<file path="src/sv/u8sd_pkg.sv">
// Package with the shared constants, types and helper functions of the UTF-8 stream decoder.
`default_nettype none
package u8sd_pkg;

  localparam int BYTE_W        = 8;
  localparam int CP_W          = 32;
  localparam int LEN_W         = 3;
  localparam int MAX_SEQ_BYTES = 6;
  localparam int PAYLOAD_W     = 6;

  localparam logic [CP_W-1:0]   ALL_ONES     = '1;
  localparam logic [CP_W-1:0]   OVERLONG_MAX = 32'h0000_007F;
  localparam logic [BYTE_W-1:0] CONT_MASK    = 8'hC0;
  localparam logic [BYTE_W-1:0] CONT_TAG     = 8'h80;
  localparam logic [BYTE_W-1:0] FULL_MASK    = 8'hFF;

  localparam int FIFO_DEPTH = 4;
  localparam int PTR_W      = $clog2(FIFO_DEPTH);
  localparam int CNT_W      = $clog2(FIFO_DEPTH + 1);
  localparam logic [CNT_W-1:0] ROOM_MAX = CNT_W'(FIFO_DEPTH - 2);

  typedef struct packed {
    logic [CP_W-1:0] code_point;
    logic            error;
    logic            last;
  } result_t;

  typedef struct packed {
    logic    v0;
    result_t r0;
    logic    v1;
    result_t r1;
  } push_t;

  // Counts the leading ones of a byte, capped at the longest sequence length.
  function automatic logic [LEN_W-1:0] lead_ones(input logic [BYTE_W-1:0] b);
    logic [LEN_W-1:0] n;
    logic             run;
    n   = '0;
    run = 1'b1;
    for (int i = BYTE_W - 1; i >= 0; i--) begin
      if (run && b[i] && (n < LEN_W'(MAX_SEQ_BYTES))) begin
        n = n + LEN_W'(1);
      end else begin
        run = 1'b0;
      end
    end
    return n;
  endfunction

endpackage
`default_nettype wire

</file>
<file path="src/sv/u8sd_byte_if.sv">
// Interface for the byte input channel.
`default_nettype none
interface u8sd_byte_if;
  logic                         valid;
  logic                         ready;
  logic [u8sd_pkg::BYTE_W-1:0]  in_byte;

  modport source (output valid, output in_byte, input ready);
  modport sink (input valid, input in_byte, output ready);
endinterface
`default_nettype wire

</file>
<file path="src/sv/u8sd_result_if.sv">
// Interface for the decoded result channel.
`default_nettype none
interface u8sd_result_if;
  logic                       valid;
  logic                       ready;
  logic [u8sd_pkg::CP_W-1:0]  code_point;
  logic                       error;
  logic                       last;

  modport source (output valid, output code_point, output error, output last, input ready);
  modport sink (input valid, input code_point, input error, input last, output ready);
endinterface
`default_nettype wire

</file>
<file path="src/sv/u8sd_in_stage.sv">
// Input register stage that holds one byte until the decoder can take it.
`default_nettype none
module u8sd_in_stage (
  input  wire logic                        clk,
  input  wire logic                        rst,
  u8sd_byte_if.sink                        bytes,
  input  wire logic                        room,
  output logic                             fire,
  output logic [u8sd_pkg::BYTE_W-1:0]      held_byte
);

  logic held_valid;

  assign fire        = held_valid && room;
  assign bytes.ready = !held_valid || room;

  always_ff @(posedge clk) begin
    if (rst) begin
      held_valid <= 1'b0;
    end else if (bytes.ready) begin
      held_valid <= bytes.valid;
    end
  end

  always_ff @(posedge clk) begin
    if (bytes.ready && bytes.valid) begin
      held_byte <= bytes.in_byte;
    end
  end

endmodule
`default_nettype wire

</file>
<file path="src/sv/u8sd_decoder.sv">
// Decoder step: sequence state registers and the logic that turns one byte into results.
`default_nettype none
module u8sd_decoder (
  input  wire logic                        clk,
  input  wire logic                        rst,
  input  wire logic                        fire,
  input  wire logic [u8sd_pkg::BYTE_W-1:0] held_byte,
  input  wire logic                        decode_enable,
  output u8sd_pkg::push_t                  push
);

  logic [u8sd_pkg::LEN_W-1:0] bytes_remaining;
  logic [u8sd_pkg::LEN_W-1:0] bytes_remaining_next;
  logic [u8sd_pkg::CP_W-1:0]  partial_value;
  logic [u8sd_pkg::CP_W-1:0]  partial_value_next;

  logic [u8sd_pkg::LEN_W-1:0] lead;
  logic                       s_emit;
  logic                       s_open;
  u8sd_pkg::result_t          s_res;
  logic [u8sd_pkg::CP_W-1:0]  s_pv;
  logic [u8sd_pkg::LEN_W-1:0] s_rem;
  logic [u8sd_pkg::CP_W-1:0]  cont_value;
  logic                       is_cont;
  u8sd_pkg::push_t            p;

  always_comb begin
    lead   = u8sd_pkg::lead_ones(held_byte);
    s_pv   = {{(u8sd_pkg::CP_W - u8sd_pkg::BYTE_W){1'b0}},
              held_byte & (u8sd_pkg::FULL_MASK >> lead)};
    s_rem  = lead - u8sd_pkg::LEN_W'(1);
    s_open = (lead > u8sd_pkg::LEN_W'(1));
    s_emit = !s_open;
    s_res.last = 1'b0;
    if (lead == '0) begin
      s_res.code_point = {{(u8sd_pkg::CP_W - u8sd_pkg::BYTE_W){1'b0}}, held_byte};
      s_res.error      = 1'b0;
    end else begin
      s_res.code_point = u8sd_pkg::ALL_ONES;
      s_res.error      = 1'b1;
    end

    is_cont    = ((held_byte & u8sd_pkg::CONT_MASK) == u8sd_pkg::CONT_TAG);
    cont_value = {partial_value[u8sd_pkg::CP_W-u8sd_pkg::PAYLOAD_W-1:0],
                  held_byte[u8sd_pkg::PAYLOAD_W-1:0]};

    p                    = '0;
    bytes_remaining_next = bytes_remaining;
    partial_value_next   = partial_value;

    if (!decode_enable) begin
      p.v0                 = 1'b1;
      p.r0.code_point      = {{(u8sd_pkg::CP_W - u8sd_pkg::BYTE_W){1'b0}}, held_byte};
      bytes_remaining_next = '0;
      partial_value_next   = '0;
    end else if (bytes_remaining != '0) begin
      if (!is_cont) begin
        p.v0                 = 1'b1;
        p.r0.code_point      = u8sd_pkg::ALL_ONES;
        p.r0.error           = 1'b1;
        p.v1                 = s_emit;
        p.r1                 = s_res;
        bytes_remaining_next = s_open ? s_rem : '0;
        partial_value_next   = s_open ? s_pv : '0;
      end else begin
        bytes_remaining_next = bytes_remaining - u8sd_pkg::LEN_W'(1);
        partial_value_next   = cont_value;
        if (bytes_remaining == u8sd_pkg::LEN_W'(1)) begin
          partial_value_next = '0;
          p.v0               = 1'b1;
          if (cont_value <= u8sd_pkg::OVERLONG_MAX) begin
            p.r0.code_point = u8sd_pkg::ALL_ONES;
            p.r0.error      = 1'b1;
          end else begin
            p.r0.code_point = cont_value;
          end
        end
      end
    end else begin
      p.v0 = s_emit;
      p.r0 = s_res;
      if (s_open) begin
        bytes_remaining_next = s_rem;
        partial_value_next   = s_pv;
      end
    end

    p.r0.last = !p.v1;
    p.r1.last = 1'b1;
    p.v0      = p.v0 && fire;
    p.v1      = p.v1 && fire;
    push      = p;
  end

  always_ff @(posedge clk) begin
    if (rst) begin
      bytes_remaining <= '0;
      partial_value   <= '0;
    end else if (fire) begin
      bytes_remaining <= bytes_remaining_next;
      partial_value   <= partial_value_next;
    end
  end

endmodule
`default_nettype wire

</file>
<file path="src/sv/u8sd_out_fifo.sv">
// Small result queue that takes up to two results per cycle and gives one per transaction.
`default_nettype none
module u8sd_out_fifo (
  input  wire logic        clk,
  input  wire logic        rst,
  input  wire u8sd_pkg::push_t push,
  output logic             room,
  u8sd_result_if.source    results
);

  u8sd_pkg::result_t           entries [u8sd_pkg::FIFO_DEPTH];
  logic [u8sd_pkg::PTR_W-1:0]  wptr;
  logic [u8sd_pkg::PTR_W-1:0]  rptr;
  logic [u8sd_pkg::CNT_W-1:0]  count;
  logic [u8sd_pkg::PTR_W-1:0]  wptr_second;
  logic [u8sd_pkg::CNT_W-1:0]  push_cnt;
  logic                        pop;
  u8sd_pkg::result_t           head;

  assign wptr_second = wptr + u8sd_pkg::PTR_W'(1);
  assign push_cnt    = u8sd_pkg::CNT_W'(push.v0) + u8sd_pkg::CNT_W'(push.v1);
  assign pop         = results.valid && results.ready;
  assign room        = (count <= u8sd_pkg::ROOM_MAX);
  assign head        = entries[rptr];

  assign results.valid      = (count != '0);
  assign results.code_point = head.code_point;
  assign results.error      = head.error;
  assign results.last       = head.last;

  always_ff @(posedge clk) begin
    if (push.v0) begin
      entries[wptr] <= push.r0;
    end
    if (push.v1) begin
      entries[wptr_second] <= push.r1;
    end
  end

  always_ff @(posedge clk) begin
    if (rst) begin
      wptr  <= '0;
      rptr  <= '0;
      count <= '0;
    end else begin
      wptr  <= wptr + push_cnt[u8sd_pkg::PTR_W-1:0];
      count <= count + push_cnt - u8sd_pkg::CNT_W'(pop);
      if (pop) begin
        rptr <= rptr + u8sd_pkg::PTR_W'(1);
      end
    end
  end

endmodule
`default_nettype wire

</file>
<file path="src/sv/utf8_stream_decoder_unit.sv">
// Top level of the UTF-8 stream decoder: configuration register, input stage, decoder, result queue.
// An accepted byte waits in the input stage register until the queue has room; its results then enter the queue.
// Throughput: one byte per cycle while the result channel keeps up; the input stalls whenever
// fewer than two of the four result queue entries are free.
// Reset: rst is synchronous; it empties the queue and input stage, closes any open sequence,
// and sets decode_enable to 1.
`default_nettype none
module utf8_stream_decoder_unit (
  input  wire logic  clk,
  input  wire logic  rst,
  input  wire logic  cfg_we,
  input  wire logic  cfg_wdata,
  u8sd_byte_if.sink       bytes,
  u8sd_result_if.source   results
);

  logic                          decode_enable;
  logic                          room;
  logic                          fire;
  logic [u8sd_pkg::BYTE_W-1:0]   held_byte;
  u8sd_pkg::push_t               push;

  always_ff @(posedge clk) begin
    if (rst) begin
      decode_enable <= 1'b1;
    end else if (cfg_we) begin
      decode_enable <= cfg_wdata;
    end
  end

  u8sd_in_stage u_in_stage (
    .clk       (clk),
    .rst       (rst),
    .bytes     (bytes),
    .room      (room),
    .fire      (fire),
    .held_byte (held_byte)
  );

  u8sd_decoder u_decoder (
    .clk           (clk),
    .rst           (rst),
    .fire          (fire),
    .held_byte     (held_byte),
    .decode_enable (decode_enable),
    .push          (push)
  );

  u8sd_out_fifo u_out_fifo (
    .clk     (clk),
    .rst     (rst),
    .push    (push),
    .room    (room),
    .results (results)
  );

endmodule
`default_nettype wire
</file>
<file path="src/flat_wrapper.sv">
// flat-port wrapper written by rule: the top's interface ports become plain ports
module utf8_stream_decoder_unit_flat 
  (clk, rst, cfg_we, cfg_wdata, bytes_valid, bytes_in_byte, bytes_ready, results_valid, results_code_point, results_error, results_last, results_ready);
  u8sd_byte_if bytes_i ();
  u8sd_result_if results_i ();
  input  wire logic clk;
  input  wire logic rst;
  input  wire logic cfg_we;
  input  wire logic cfg_wdata;
  input wire logic [$bits(bytes_i.valid)-1:0] bytes_valid;
  input wire logic [$bits(bytes_i.in_byte)-1:0] bytes_in_byte;
  output wire logic [$bits(bytes_i.ready)-1:0] bytes_ready;
  output wire logic [$bits(results_i.valid)-1:0] results_valid;
  output wire logic [$bits(results_i.code_point)-1:0] results_code_point;
  output wire logic [$bits(results_i.error)-1:0] results_error;
  output wire logic [$bits(results_i.last)-1:0] results_last;
  input wire logic [$bits(results_i.ready)-1:0] results_ready;
  assign bytes_i.valid = bytes_valid;
  assign bytes_i.in_byte = bytes_in_byte;
  assign bytes_ready = bytes_i.ready;
  assign results_valid = results_i.valid;
  assign results_code_point = results_i.code_point;
  assign results_error = results_i.error;
  assign results_last = results_i.last;
  assign results_i.ready = results_ready;
  utf8_stream_decoder_unit u_core (.clk(clk), .rst(rst), .cfg_we(cfg_we), .cfg_wdata(cfg_wdata), .bytes(bytes_i), .results(results_i));
endmodule
</file>
<file path="config.mk">
export PLATFORM = sky130hd
export DESIGN_NAME = utf8_stream_decoder_unit_flat
export DESIGN_NICKNAME = d
export VERILOG_FILES = /design/src/sv/u8sd_pkg.sv /design/src/sv/u8sd_byte_if.sv /design/src/sv/u8sd_result_if.sv /design/src/sv/u8sd_in_stage.sv /design/src/sv/u8sd_decoder.sv /design/src/sv/u8sd_out_fifo.sv /design/src/sv/utf8_stream_decoder_unit.sv /design/src/flat_wrapper.sv
export SDC_FILE = /design/constraint.sdc
export NUM_CORES = 1
export LEC_CHECK = 0
export CORE_MARGIN = 3
export CORE_UTILIZATION = 50
export DETAILED_ROUTE_END_ITERATION = 8
export DONT_BUFFER_PORTS = 1
export GPL_TIMING_DRIVEN = 0
export PLACE_DENSITY = 0.72
export SYNTH_ARGS = -nofsm -noshare
export SYNTH_HDL_FRONTEND = slang
export SYNTH_HIERARCHICAL = 1
export SYNTH_SLANG_ARGS = --single-unit
</file>
<file path="constraint.sdc">
create_clock -name clk -period 4.93 [get_ports clk]
set_input_delay 0.493 -clock clk [delete_from_list [all_inputs] [get_ports clk]]
set_output_delay 0.493 -clock clk [all_outputs]
set_load 0.02 [all_outputs]
</file>
==> metrics.cfg, run 1 <==
[route]
viasPerCell=6.08
drtPass1Iterations=5
ant_nets=0
vias=5587
routed_wirelength_mm=20.8
wl_per_cell_um=22.6
drtIter0Drc=396
drc_errors=0

[setup_path]
cp-end-kind=register
cp_slowest_cell=nor2_1
critPathArrivalTime_ns=3.48
path_cells=inv_1 > ha_1 > nand2b_1 > buf_2 > nand3_1 > nor2_1 > nand3_2 > buf_2 > o21ai_4 > buf_16
crit_fanout=18
critPathTopFamily=simple AND/OR/NAND/NOR gates
critical_path_class=register to register
cp-start-kind=register
max_stage_delay_ns=0.47
cp_common_cell=buf_2
cp.buffers_inverters=4
worstPathRequired_ns=5.07

[finish]
multi_input_area_um2=3820
final_cells=919
seqCellArea_um2=5120
drive_gt1_share_pct=40.6
fin_nets=701
diodes=0
area_growth_pct=11.0
fillers=1413

[logic_synthesis]
synth_area_um2=9370
syn_nets=678
yosysWarnings=6
syn_inst=654
yosysSeqAreaShare_pct=54.7
synthArstFlopShare_pct=0
synth-seq-cells=184
ys.flop_type=edfxtp_1
avgSynthCellArea_um2=14.3
synth_edf_count=144
synthDistinctLibCells=64

[sta]
maxSlewHeadroom_pct=47.2
drv_slew=0
setup_viol=0
hold_ws_ns=0.116
hold_violations=0
finClkSkew_ns=0.00883
fmaxAchievable_ghz=0.299
fin_crit_sh_pct=67.8
period_minus_slack_ns=3.34
worstMarginPinSlew_ns=0.790
rsz0062_at_grt=no

[placement]
post-place-cells=887
dpl.hpwl_mm=13.8
place.gp.congestion=0.935
io_buffers=0

[cts]
clk-insertion-delay-late_ns=0.43
ctsResizeCount=0
cts_buffers=17
clk_pin_slew_ns=0.06
post_cts_buffers=0
cts.path.max_buffers=2
cts_root_buf=clkbuf_16
htreeDepth=4
cts.sinks=184
cts.hold.buffers_added=0
cts_tree=done

[power_and_ir_drop]
power_density_nw_per_um2=406
leakagePower_nw=3.57
ir_drop_mv=0.354

[floorplan]
initial_utilization_pct=51.5
rows=49
fp.dieW_um=143
coreArea_um2=18200
die_h_um=143
num_io_pins=50
fp.dieArea_um2=20400

[grt]
grt_start_max_net_pins=29
grt_usage_pct=20.9
grt_antenna_before_repair=0
grt_pass1_vias=5774
grt_first_pass_wirelength_mm=32.1
overflow=0

[run]
drv_cap=0

[worst_hold_path]
hold_path_class=input port to register

[status]
status=completed

-- metal layers --
metal / GRT usage, % / wire (um)
met1: 27.1 / 8790
met2: 35.7 / 10600
met3: 4.72 / 1210
met4: 5.35 / 204
met5: 0 / 0
-- synth_stat cells, types with 2 or more instances --
master | n | area share [%]
a211o_1 | 2 | 0.19
a211oi_1 | 2 | 0.16
a21o_1 | 2 | 0.16
a21oi_1 | 32 | 1.7
a21oi_2 | 2 | 0.19
a22o_1 | 21 | 2.0
a31oi_1 | 2 | 0.13
a32o_1 | 4 | 0.43
and2_4 | 2 | 0.19
and3_1 | 3 | 0.20
buf_1 | 3 | 0.12
buf_2 | 19 | 1.0
buf_4 | 29 | 2.3
buf_6 | 5 | 0.60
clkbuf_1 | 10 | 0.40
dfxtp_1 | 40 | 8.5
edfxtp_1 | 144 | 46
ha_1 | 9 | 1.2
inv_1 | 14 | 0.56
mux2_1 | 2 | 0.24
mux2_2 | 137 | 16
mux4_2 | 34 | 8.2
nand2_1 | 44 | 1.8
nand2b_1 | 3 | 0.20
nand3_1 | 2 | 0.11
nand3b_1 | 2 | 0.16
nand3b_2 | 2 | 0.24
nor2_1 | 25 | 1.0
nor2b_1 | 8 | 0.53
nor3_1 | 2 | 0.11
nor4_1 | 5 | 0.33
o211ai_1 | 2 | 0.16
o21ai_0 | 6 | 0.32
o21ai_1 | 3 | 0.16
or3_1 | 3 | 0.20
-- final cells by class --
cell class | count | share of cell area, %
well taps | 229 | 2.75
clock buffers | 17 | 4.09
inverters | 14 | 0.505
flip-flops and latches | 184 | 49.3
plain buffers | 66 | 4.02
multi-input cells | 390 | 36.7
repair buffers | 4 | 0.986
clock inverters | 15 | 1.67
-- cell families (layout without fill, tap and decap cells) --
logic type                 after synthesis  after routing  share of synthesized area (%)
muxes                                  174            174                           25.0
xor gates and xnor gates                 2              2                          0.494
adders and majority gates               10             10                           1.42
DFF                                    184            184                           54.7
other                                    1              1                         0.0400
buffers and inverters                   80            116                           5.02
and+or+nand+nor                        113            113                           6.49
AOI/OAI and AO/OA                       90             90                           6.88
-- worst reg2reg max path: stages (launching register included) --
cell and delay, ns:
dfxtp_1 0.36, inv_1 0.09, ha_1 0.29, nand2b_1 0.10
buf_2 0.20, nand3_1 0.22, nor2_1 0.47, nand3_2 0.37
buf_2 0.36, o21ai_4 0.33, buf_16 0.26
-- worst paths after layout --
path / from / to / slack (ns) / cells after the start
worst min register to register: u_core/u_decoder/bytes_remaining[1]$_SDFFE_PP0P_ / u_core/u_decoder/bytes_remaining[1]$_SDFFE_PP0P_ / 0.47 / 2
worst max register to register: u_core/u_decoder/bytes_remaining[0]$_SDFFE_PP0P_ / u_core/u_out_fifo/entries[0][6]$_DFFE_PP_ / 1.59 / 10
worst max-delay path: u_core/u_decoder/bytes_remaining[0]$_SDFFE_PP0P_ / u_core/u_out_fifo/entries[0][6]$_DFFE_PP_ / 1.59 / 10
worst min-delay path: rst / u_core/u_in_stage/held_valid$_SDFFE_PP0P_ / 0.12 / 1
-- cell usage in the layout (no fill, tap or decap), types with 3 or more instances in the layout --
| cell | count |
|---|---|
| or3_1 | 3 |
| edfxtp_1 | 144 |
| clkinv_2 | 3 |
| buf_1 | 3 |
| buf_16 | 3 |
| nor2_1 | 23 |
| buf_2 | 19 |
| mux4_2 | 34 |
| clkbuf_16 | 17 |
| o21ai_0 | 4 |
| nand2b_1 | 3 |
| o21ai_1 | 3 |
| a22o_1 | 21 |
| clkinv_4 | 3 |
| buf_4 | 29 |
| clkbuf_1 | 10 |
| ha_1 | 9 |
| inv_6 | 3 |
| dfxtp_1 | 40 |
| a32o_1 | 4 |
| bufinv_16 | 3 |
| a21oi_1 | 32 |
| and3_1 | 3 |
| nand2_1 | 44 |
| nor2b_1 | 7 |
| mux2_2 | 137 |
| nor4_1 | 5 |
| inv_1 | 14 |
| buf_6 | 5 |
-- sequential cells by signal, indices dropped and copies added (netlist names), named ones only --
register,flops
u_core/u_out_fifo/rptr,2
u_core/u_out_fifo/wptr,2
u_core/u_out_fifo/count,3
u_core/u_decoder/partial_value,26
u_core/u_in_stage/held_byte,8
u_core/u_out_fifo/entries,136
u_core/decode_enable,1
u_core/u_decoder/bytes_remaining,3
u_core/u_in_stage/held_valid,1
-- report_power, final --
part / switching, mW / total, mW / internal [mW]
Sequential: 0.0381 / 1.84 / 1.81
Clock: 0.592 / 1.39 / 0.798
Combinational: 0.565 / 0.995 / 0.430
-- stage by stage --
| stage | util (%) | setup TNS [ns] | area, um2 | worst slack (ns) | total power [mW] |
|---|---|---|---|---|---|
| floorplan | - | 0 | 9370 | 0.697 | 2.67 |
| global route | 57.1 | 0 | 10400 | 1.40 | 4.40 |
| global placement | 53.0 | -125.69 | 9660 | -1.73 | 2.84 |
| finish | 57.1 | 0 | 10400 | 1.59 | 4.23 |
| detailed placement | 53.9 | 0 | 9810 | 1.61 | 2.88 |
| CTS | 57.1 | 0 | 10400 | 1.60 | 4.26 |
Note: power is estimated with default switching activity, not from simulation.
==> inputs of run 2 (changes only) <==
==> constraint.sdc (replaced) <==
create_clock -name clk -period 3.1 [get_ports clk]
set_input_delay 0.31 -clock clk [delete_from_list [all_inputs] [get_ports clk]]
set_output_delay 0.31 -clock clk [all_outputs]
set_load 0.02 [all_outputs]
==> run 2 against run 1 <==
Global-route usage rose by 0.47 points. Total power rose by 55%. Critical endpoint is now u_core/u_out_fifo/count[2]$_SDFF_PP0_. Register-to-register slack got worse by 1.4 ns. Sequential share of layout area fell by 0.73 points. Via count rose by 1.4%. Worst setup slack got worse by 1.4 ns.
==> metrics.cfg, run 2 (same netlist as run 1, synthesis figures left out) <==
[cts]
htreeDepth=4  ; unchanged
clk_pin_slew_ns=0.06  ; about the same
cts.sinks=184  ; unchanged
cts_tree=done
clk-insertion-delay-late_ns=0.43  ; about the same
cts.path.max_buffers=2  ; unchanged
cts_buffers=17  ; unchanged
cts_root_buf=clkbuf_16

[sta]
finClkSkew_ns=0.00850  ; -0.000333 ns
worstMarginPinSlew_ns=0.843  ; +0.0536 ns
fin_crit_sh_pct=93.5  ; +26 points
hold_ws_ns=0.0175  ; -0.0988 ns
fin_tns_setup_ns=0  ; unchanged
maxSlewHeadroom_pct=43.7  ; -3.6 points
rsz0062_at_grt=no
setup_viol=0  ; unchanged
fmaxAchievable_ghz=0.345  ; +15%
drv_slew=0  ; unchanged
period_minus_slack_ns=2.90  ; -0.441 ns
hold_violations=0  ; unchanged

[finish]
area_growth_pct=12.7
regMostFlops=u_core/u_out_fifo/entries
top_regs=u_core/u_out_fifo/entries (136), u_core/u_decoder/partial_value (26), u_core/u_in_stage/held_byte (8)
mostFrequentLayoutCells=edfxtp_1, mux2_2, nand2_1
drive_gt1_share_pct=40.5  ; -0.070 points
mostFrequentLayoutCell=edfxtp_1
largest_reg_flops=136  ; unchanged
fin_nets=718  ; +2.4%
diodes=0  ; unchanged

[route]
viasPerCell=6.06  ; -0.30%
vias=5667  ; +1.4%
ant_nets=0  ; unchanged
drtIter0Drc=353  ; -11%
wl_per_cell_um=22.4  ; -0.88%
drc_errors=0  ; unchanged
drtPass1Iterations=7  ; +2
routed_wirelength_mm=21.0  ; +0.84%

[setup_path]
critPathCapture=u_core/u_out_fifo/count[2]$_SDFF_PP0_
cp-end-kind=register
worstPathRequired_ns=3.41  ; -1.66 ns
r2r_cells=12  ; +2
critPathArrivalTime_ns=3.21  ; -0.27 ns
cp-start-kind=register
r2r-start=u_core/decode_enable$_SDFFE_PP1P_
worstSetupStartpoint=u_core/decode_enable$_SDFFE_PP1P_
critical_path_class=register to register
reg2reg_slack_ns=0.20  ; -1.39 ns
worst_r2r_endpoint=u_core/u_out_fifo/count[2]$_SDFF_PP0_
crit_fanout=10  ; -8

[grt]
grt_antenna_before_repair=0  ; unchanged
grt_first_pass_wirelength_mm=32.9  ; +2.3%
grt_usage_pct=21.3  ; +0.47 points
overflow=0  ; unchanged
grt_start_max_net_pins=29  ; unchanged
grt_pass1_vias=5890  ; +2.0%

[placement]
io_buffers=0  ; unchanged
dpl.hpwl_mm=13.7  ; -0.49%
place.gp.congestion=0.906  ; -3.1%

[floorplan]
rows=49  ; unchanged
initial_utilization_pct=51.5  ; unchanged
fp.dieArea_um2=20400  ; unchanged
die_h_um=143  ; unchanged
num_io_pins=50  ; unchanged
coreArea_um2=18200  ; unchanged
fp.dieW_um=143  ; unchanged

[power_and_ir_drop]
ir_drop_mv=0.440  ; +24%
leakagePower_nw=3.61  ; +1.1%
report.power.total_mw=6.55  ; +55%
power_density_nw_per_um2=620  ; +53%

[worst_hold_path]
hold_path_class=input port to register

[run]
drv_cap=0  ; unchanged

[status]
status=completed

## run 2: how the worst min path moves through the flow
stage	cells past startpoint	from	end	slack, ns
2_1_floorplan	1	rst	u_core/u_in_stage/held_valid$_SDFFE_PP0P_	0.37
3_3_place_gp	1	rst	u_core/u_in_stage/held_valid$_SDFFE_PP0P_	0.37
3_5_place_dp	1	rst	u_core/u_in_stage/held_valid$_SDFFE_PP0P_	0.38
4_1_cts	2	bytes_valid	u_core/u_in_stage/held_valid$_SDFFE_PP0P_	0.003
5_1_grt	2	bytes_valid	u_core/u_in_stage/held_valid$_SDFFE_PP0P_	0.01
6_report	2	bytes_valid	u_core/u_in_stage/held_valid$_SDFFE_PP0P_	0.02
## run 2: area by class of cell
cell class	instances	area, um2
well taps	229	287
multi-input cells	390	3850
plain buffers	66	420
clock inverters	12	104
inverters	14	52.6
repair buffers	21	290
fillers	1396	7650
flip-flops and latches	184	5120
clock buffers	19	433
## run 2: report_power, final
group / leakage [nW] / internal, mW / switching, mW
Sequential: 1.63 / 2.87 / 0.0614
Clock: 0.247 / 1.10 / 0.905
Combinational: 1.73 / 0.708 / 0.908
## run 2: per-stage QoR
| step | util, % | setup slack, ns | instance area [um2] | std cells |
|---|---|---|---|---|
| after floorplan | - | 0.181 | 9380 | 654 |
| after global placement | 53.1 | -0.955 | 9670 | 883 |
| after detailed placement | 53.9 | -0.325 | 9810 | 887 |
| after CTS | 57.7 | 0.0296 | 10500 | 931 |
| after global routing | 58.0 | 0.00782 | 10600 | 935 |
| final | 58.0 | 0.201 | 10600 | 935 |
## run 2: per-layer routing
metal,track usage (%),wire length (um),vias up
met2,36.4,10800,169
met1,27.3,8660,2882
met5,0,0,-
li1,-,-,2584
met4,5.80,342,0
met3,5.32,1200,32
## run 2: worst max-delay path, stage by stage, from the launching register on
cell and delay [ns]:
dfxtp_1 0.49, clkbuf_1 0.47, nand3_4 0.22, nor2_4 0.23, ha_1 0.27, inv_1 0.06, ha_1 0.21, inv_1 0.05
ha_1 0.13, inv_1 0.05, fa_1 0.36, xor3_1 0.20, nor2_1 0.04
## run 2: what timing repair did
| item | 4_1_cts | 5_1_grt |
|---|---|---|
| hold buffers | 11 | 0 |
| endpoints found under the hold margin | 10 | 0 |
| buffers inserted | 2 | 4 |
| resized for setup | 3 | 4 |
| pin swaps | 0 | 2 |
| endpoints found under the setup margin | 137 | 69 |
==> inputs of run 3 (changes only) <==
--- a/config.mk
+++ b/config.mk
@@ -10,6 +10,7 @@
 export DETAILED_ROUTE_END_ITERATION = 8
 export DONT_BUFFER_PORTS = 1
 export GPL_TIMING_DRIVEN = 0
+export MAX_ROUTING_LAYER = met4
 export PLACE_DENSITY = 0.72
 export SYNTH_ARGS = -nofsm -noshare
 export SYNTH_HDL_FRONTEND = slang
==> run 3 against run 2 <==
Flip-flop and latch count unchanged. Worst setup slack worse by 0.0047 ns. Sequential share of layout area unchanged. Critical path type unchanged. Critical endpoint is now u_core/u_out_fifo/entries[1][5]$_DFFE_PP_. Largest power group unchanged.
==> metrics.cfg, run 3 (same netlist as run 1, synthesis figures left out) <==
[placement]
post-place-cells=887  ; unchanged
io_buffers=0  ; unchanged
placed_area_um2=9810  ; unchanged
place.gp.congestion=0.922  ; +1.7%
dpl.hpwl_mm=13.7  ; unchanged

[route]
ant_nets=0  ; unchanged
drtIter0Drc=423  ; +20%
viasPerCell=6.04  ; -0.26%
drtPass1Iterations=5  ; -2
drc_errors=0  ; unchanged
vias=5652  ; -0.26%
wl_per_cell_um=22.4  ; about the same
routed_wirelength_mm=21.0  ; about the same

[floorplan]
rows=49  ; unchanged
initial_utilization_pct=51.5  ; unchanged
coreArea_um2=18200  ; unchanged
fp.dieArea_um2=20400  ; unchanged
num_io_pins=50  ; unchanged
die_h_um=143  ; unchanged
fp.dieW_um=143  ; unchanged

[finish]
drive_gt1_share_pct=40.5  ; unchanged
area_growth_pct=12.7  ; unchanged
mostFrequentLayoutCells=edfxtp_1, mux2_2, nand2_1
regMostFlops=u_core/u_out_fifo/entries
largest_reg_flops=136  ; unchanged
fin_nets=718  ; unchanged
final_cells=935  ; unchanged
diodes=0  ; unchanged
fillers=1396  ; unchanged
top_regs=u_core/u_out_fifo/entries (136), u_core/u_decoder/partial_value (26), u_core/u_in_stage/held_byte (8)
design_area_um2=10600  ; unchanged
mostFrequentLayoutCell=edfxtp_1

[cts]
cts_tree=done
clk-insertion-delay-late_ns=0.43  ; about the same
cts.path.max_buffers=2  ; unchanged
cts_buffers=17  ; unchanged
cts_root_buf=clkbuf_16
clk_pin_slew_ns=0.06  ; about the same
htreeDepth=4  ; unchanged
cts.sinks=184  ; unchanged

[setup_path]
reg2reg_slack_ns=0.20  ; about the same
cp-end-kind=register
critPathArrivalTime_ns=3.08  ; -0.13 ns
r2r_cells=6  ; -6
max_stage_delay_ns=0.54  ; +0.05 ns
worstPathRequired_ns=3.28  ; -0.13 ns
critical_path_class=register to register
critPathTopFamily=simple AND/OR/NAND/NOR gates
crit_fanout=10  ; unchanged
r2r-start=u_core/decode_enable$_SDFFE_PP1P_
cp_slowest_cell=nor3b_4
path_cells=clkbuf_1 > nand3_4 > nor2_4 > nor3b_4 > buf_4 > mux2_2
cp.buffers_inverters=2  ; -2
cp-start-kind=register
worst_r2r_endpoint=u_core/u_out_fifo/entries[1][5]$_DFFE_PP_

[sta]
drv_slew=0  ; unchanged
finClkSkew_ns=0.00922  ; +0.000719 ns
maxSlewHeadroom_pct=44.7  ; +1.0 points
hold_violations=0  ; unchanged
rsz0062_at_grt=no
setup_viol=0  ; unchanged
fin_crit_sh_pct=93.7  ; +0.15 points
fmaxAchievable_ghz=0.344  ; -0.16%
period_minus_slack_ns=2.90  ; +0.00474 ns
worstMarginPinSlew_ns=0.828  ; -0.0157 ns

[grt]
overflow=0  ; unchanged
grt_start_max_net_pins=29  ; unchanged
grt_usage_pct=22.0  ; +0.65 points
grt_use_met1_pct=27.3  ; about the same
use_met3_pct=5.22  ; -0.10 points
grt_pass1_vias=5894  ; +0.068%
gr-max-usage-layer=met2
grt_first_pass_wirelength_mm=32.8  ; -0.10%
grt_antenna_before_repair=0  ; unchanged
grtUsageMet2_pct=36.4  ; about the same

[worst_hold_path]
hold_end=u_core/u_in_stage/held_valid$_SDFFE_PP0P_
min_from=bytes_valid
min_path_cells=2  ; unchanged
hold_path_class=input port to register

[power_and_ir_drop]
ir_drop_mv=0.443  ; +0.63%
leakagePower_nw=3.61  ; unchanged
power_density_nw_per_um2=621  ; about the same

[status]
status=completed

[run]
drv_cap=0  ; unchanged

## run 3: cell counts in the layout (fill, tap and decap cells not counted)
No cell type changed its count.
## run 3: what timing repair did
action | CTS | global route
endpoints found under the setup margin | 137 | 69
resized for setup | 3 | 4
hold buffers | 11 | 0
endpoints found under the hold margin | 10 | 0
pin swaps | 0 | 2
setup buffers | 2 | 4
## run 3: report_power, final
part | switching, mW | internal (mW)
registers | 0.0619 | 2.87
clock network | 0.909 | 1.10
logic | 0.908 | 0.709
total | 1.88 | 4.68
## run 3: worst max path at each step
stage / depth (start not counted) / startpoint / slack (ns) / endpoint
5_1_grt: 12 / u_core/decode_enable$_SDFFE_PP1P_ / 0.008 / u_core/u_out_fifo/count[2]$_SDFF_PP0_
3_5_place_dp: 10 / u_core/u_decoder/bytes_remaining[0]$_SDFFE_PP0P_ / -0.32 / u_core/u_out_fifo/entries[2][16]$_DFFE_PP_
3_3_place_gp: 8 / u_core/u_decoder/bytes_remaining[0]$_SDFFE_PP0P_ / -0.95 / u_core/u_out_fifo/entries[3][8]$_DFFE_PP_
4_1_cts: 15 / u_core/u_decoder/bytes_remaining[0]$_SDFFE_PP0P_ / 0.03 / u_core/u_out_fifo/count[2]$_SDFF_PP0_
2_1_floorplan: 8 / u_core/u_decoder/bytes_remaining[0]$_SDFFE_PP0P_ / 0.18 / u_core/u_out_fifo/entries[3][0]$_DFFE_PP_
6_report: 6 / u_core/decode_enable$_SDFFE_PP1P_ / 0.20 / u_core/u_out_fifo/entries[1][5]$_DFFE_PP_
## run 3: cell type report
type / count / area, um2 / share of cell area, %
buffer: 66 / 420 / 3.98
multi-input combinational: 390 / 3850 / 36.5
tap: 229 / 287 / 2.71
clock buffer: 19 / 433 / 4.10
inverter: 14 / 52.6 / 0.498
clock inverter: 12 / 104 / 0.983
timing repair buffer: 21 / 290 / 2.75
sequential: 184 / 5120 / 48.5
## run 3: stage by stage
step | total power, mW | hold WS [ns] | setup TNS (ns) | worst slack (ns) | util, %
2_1_floorplan | 4.24 | 0.372 | 0 | 0.181 | -
3_3_place_gp | 4.51 | 0.374 | -186.95 | -0.955 | 53.1
3_5_place_dp | 4.58 | 0.378 | -26.53 | -0.325 | 53.9
4_1_cts | 6.60 | 0.00316 | 0 | 0.0296 | 57.7
5_1_grt | 6.84 | 0.0127 | 0 | 0.00782 | 58.0
6_report | 6.55 | 0.0153 | 0 | 0.196 | 58.0
## run 3: per-layer routing
metal	share of wire, %	wire [um]
met2	51	10800
met1	41	8630
met3	5.9	1240
met4	1.6	328
met5	0	0
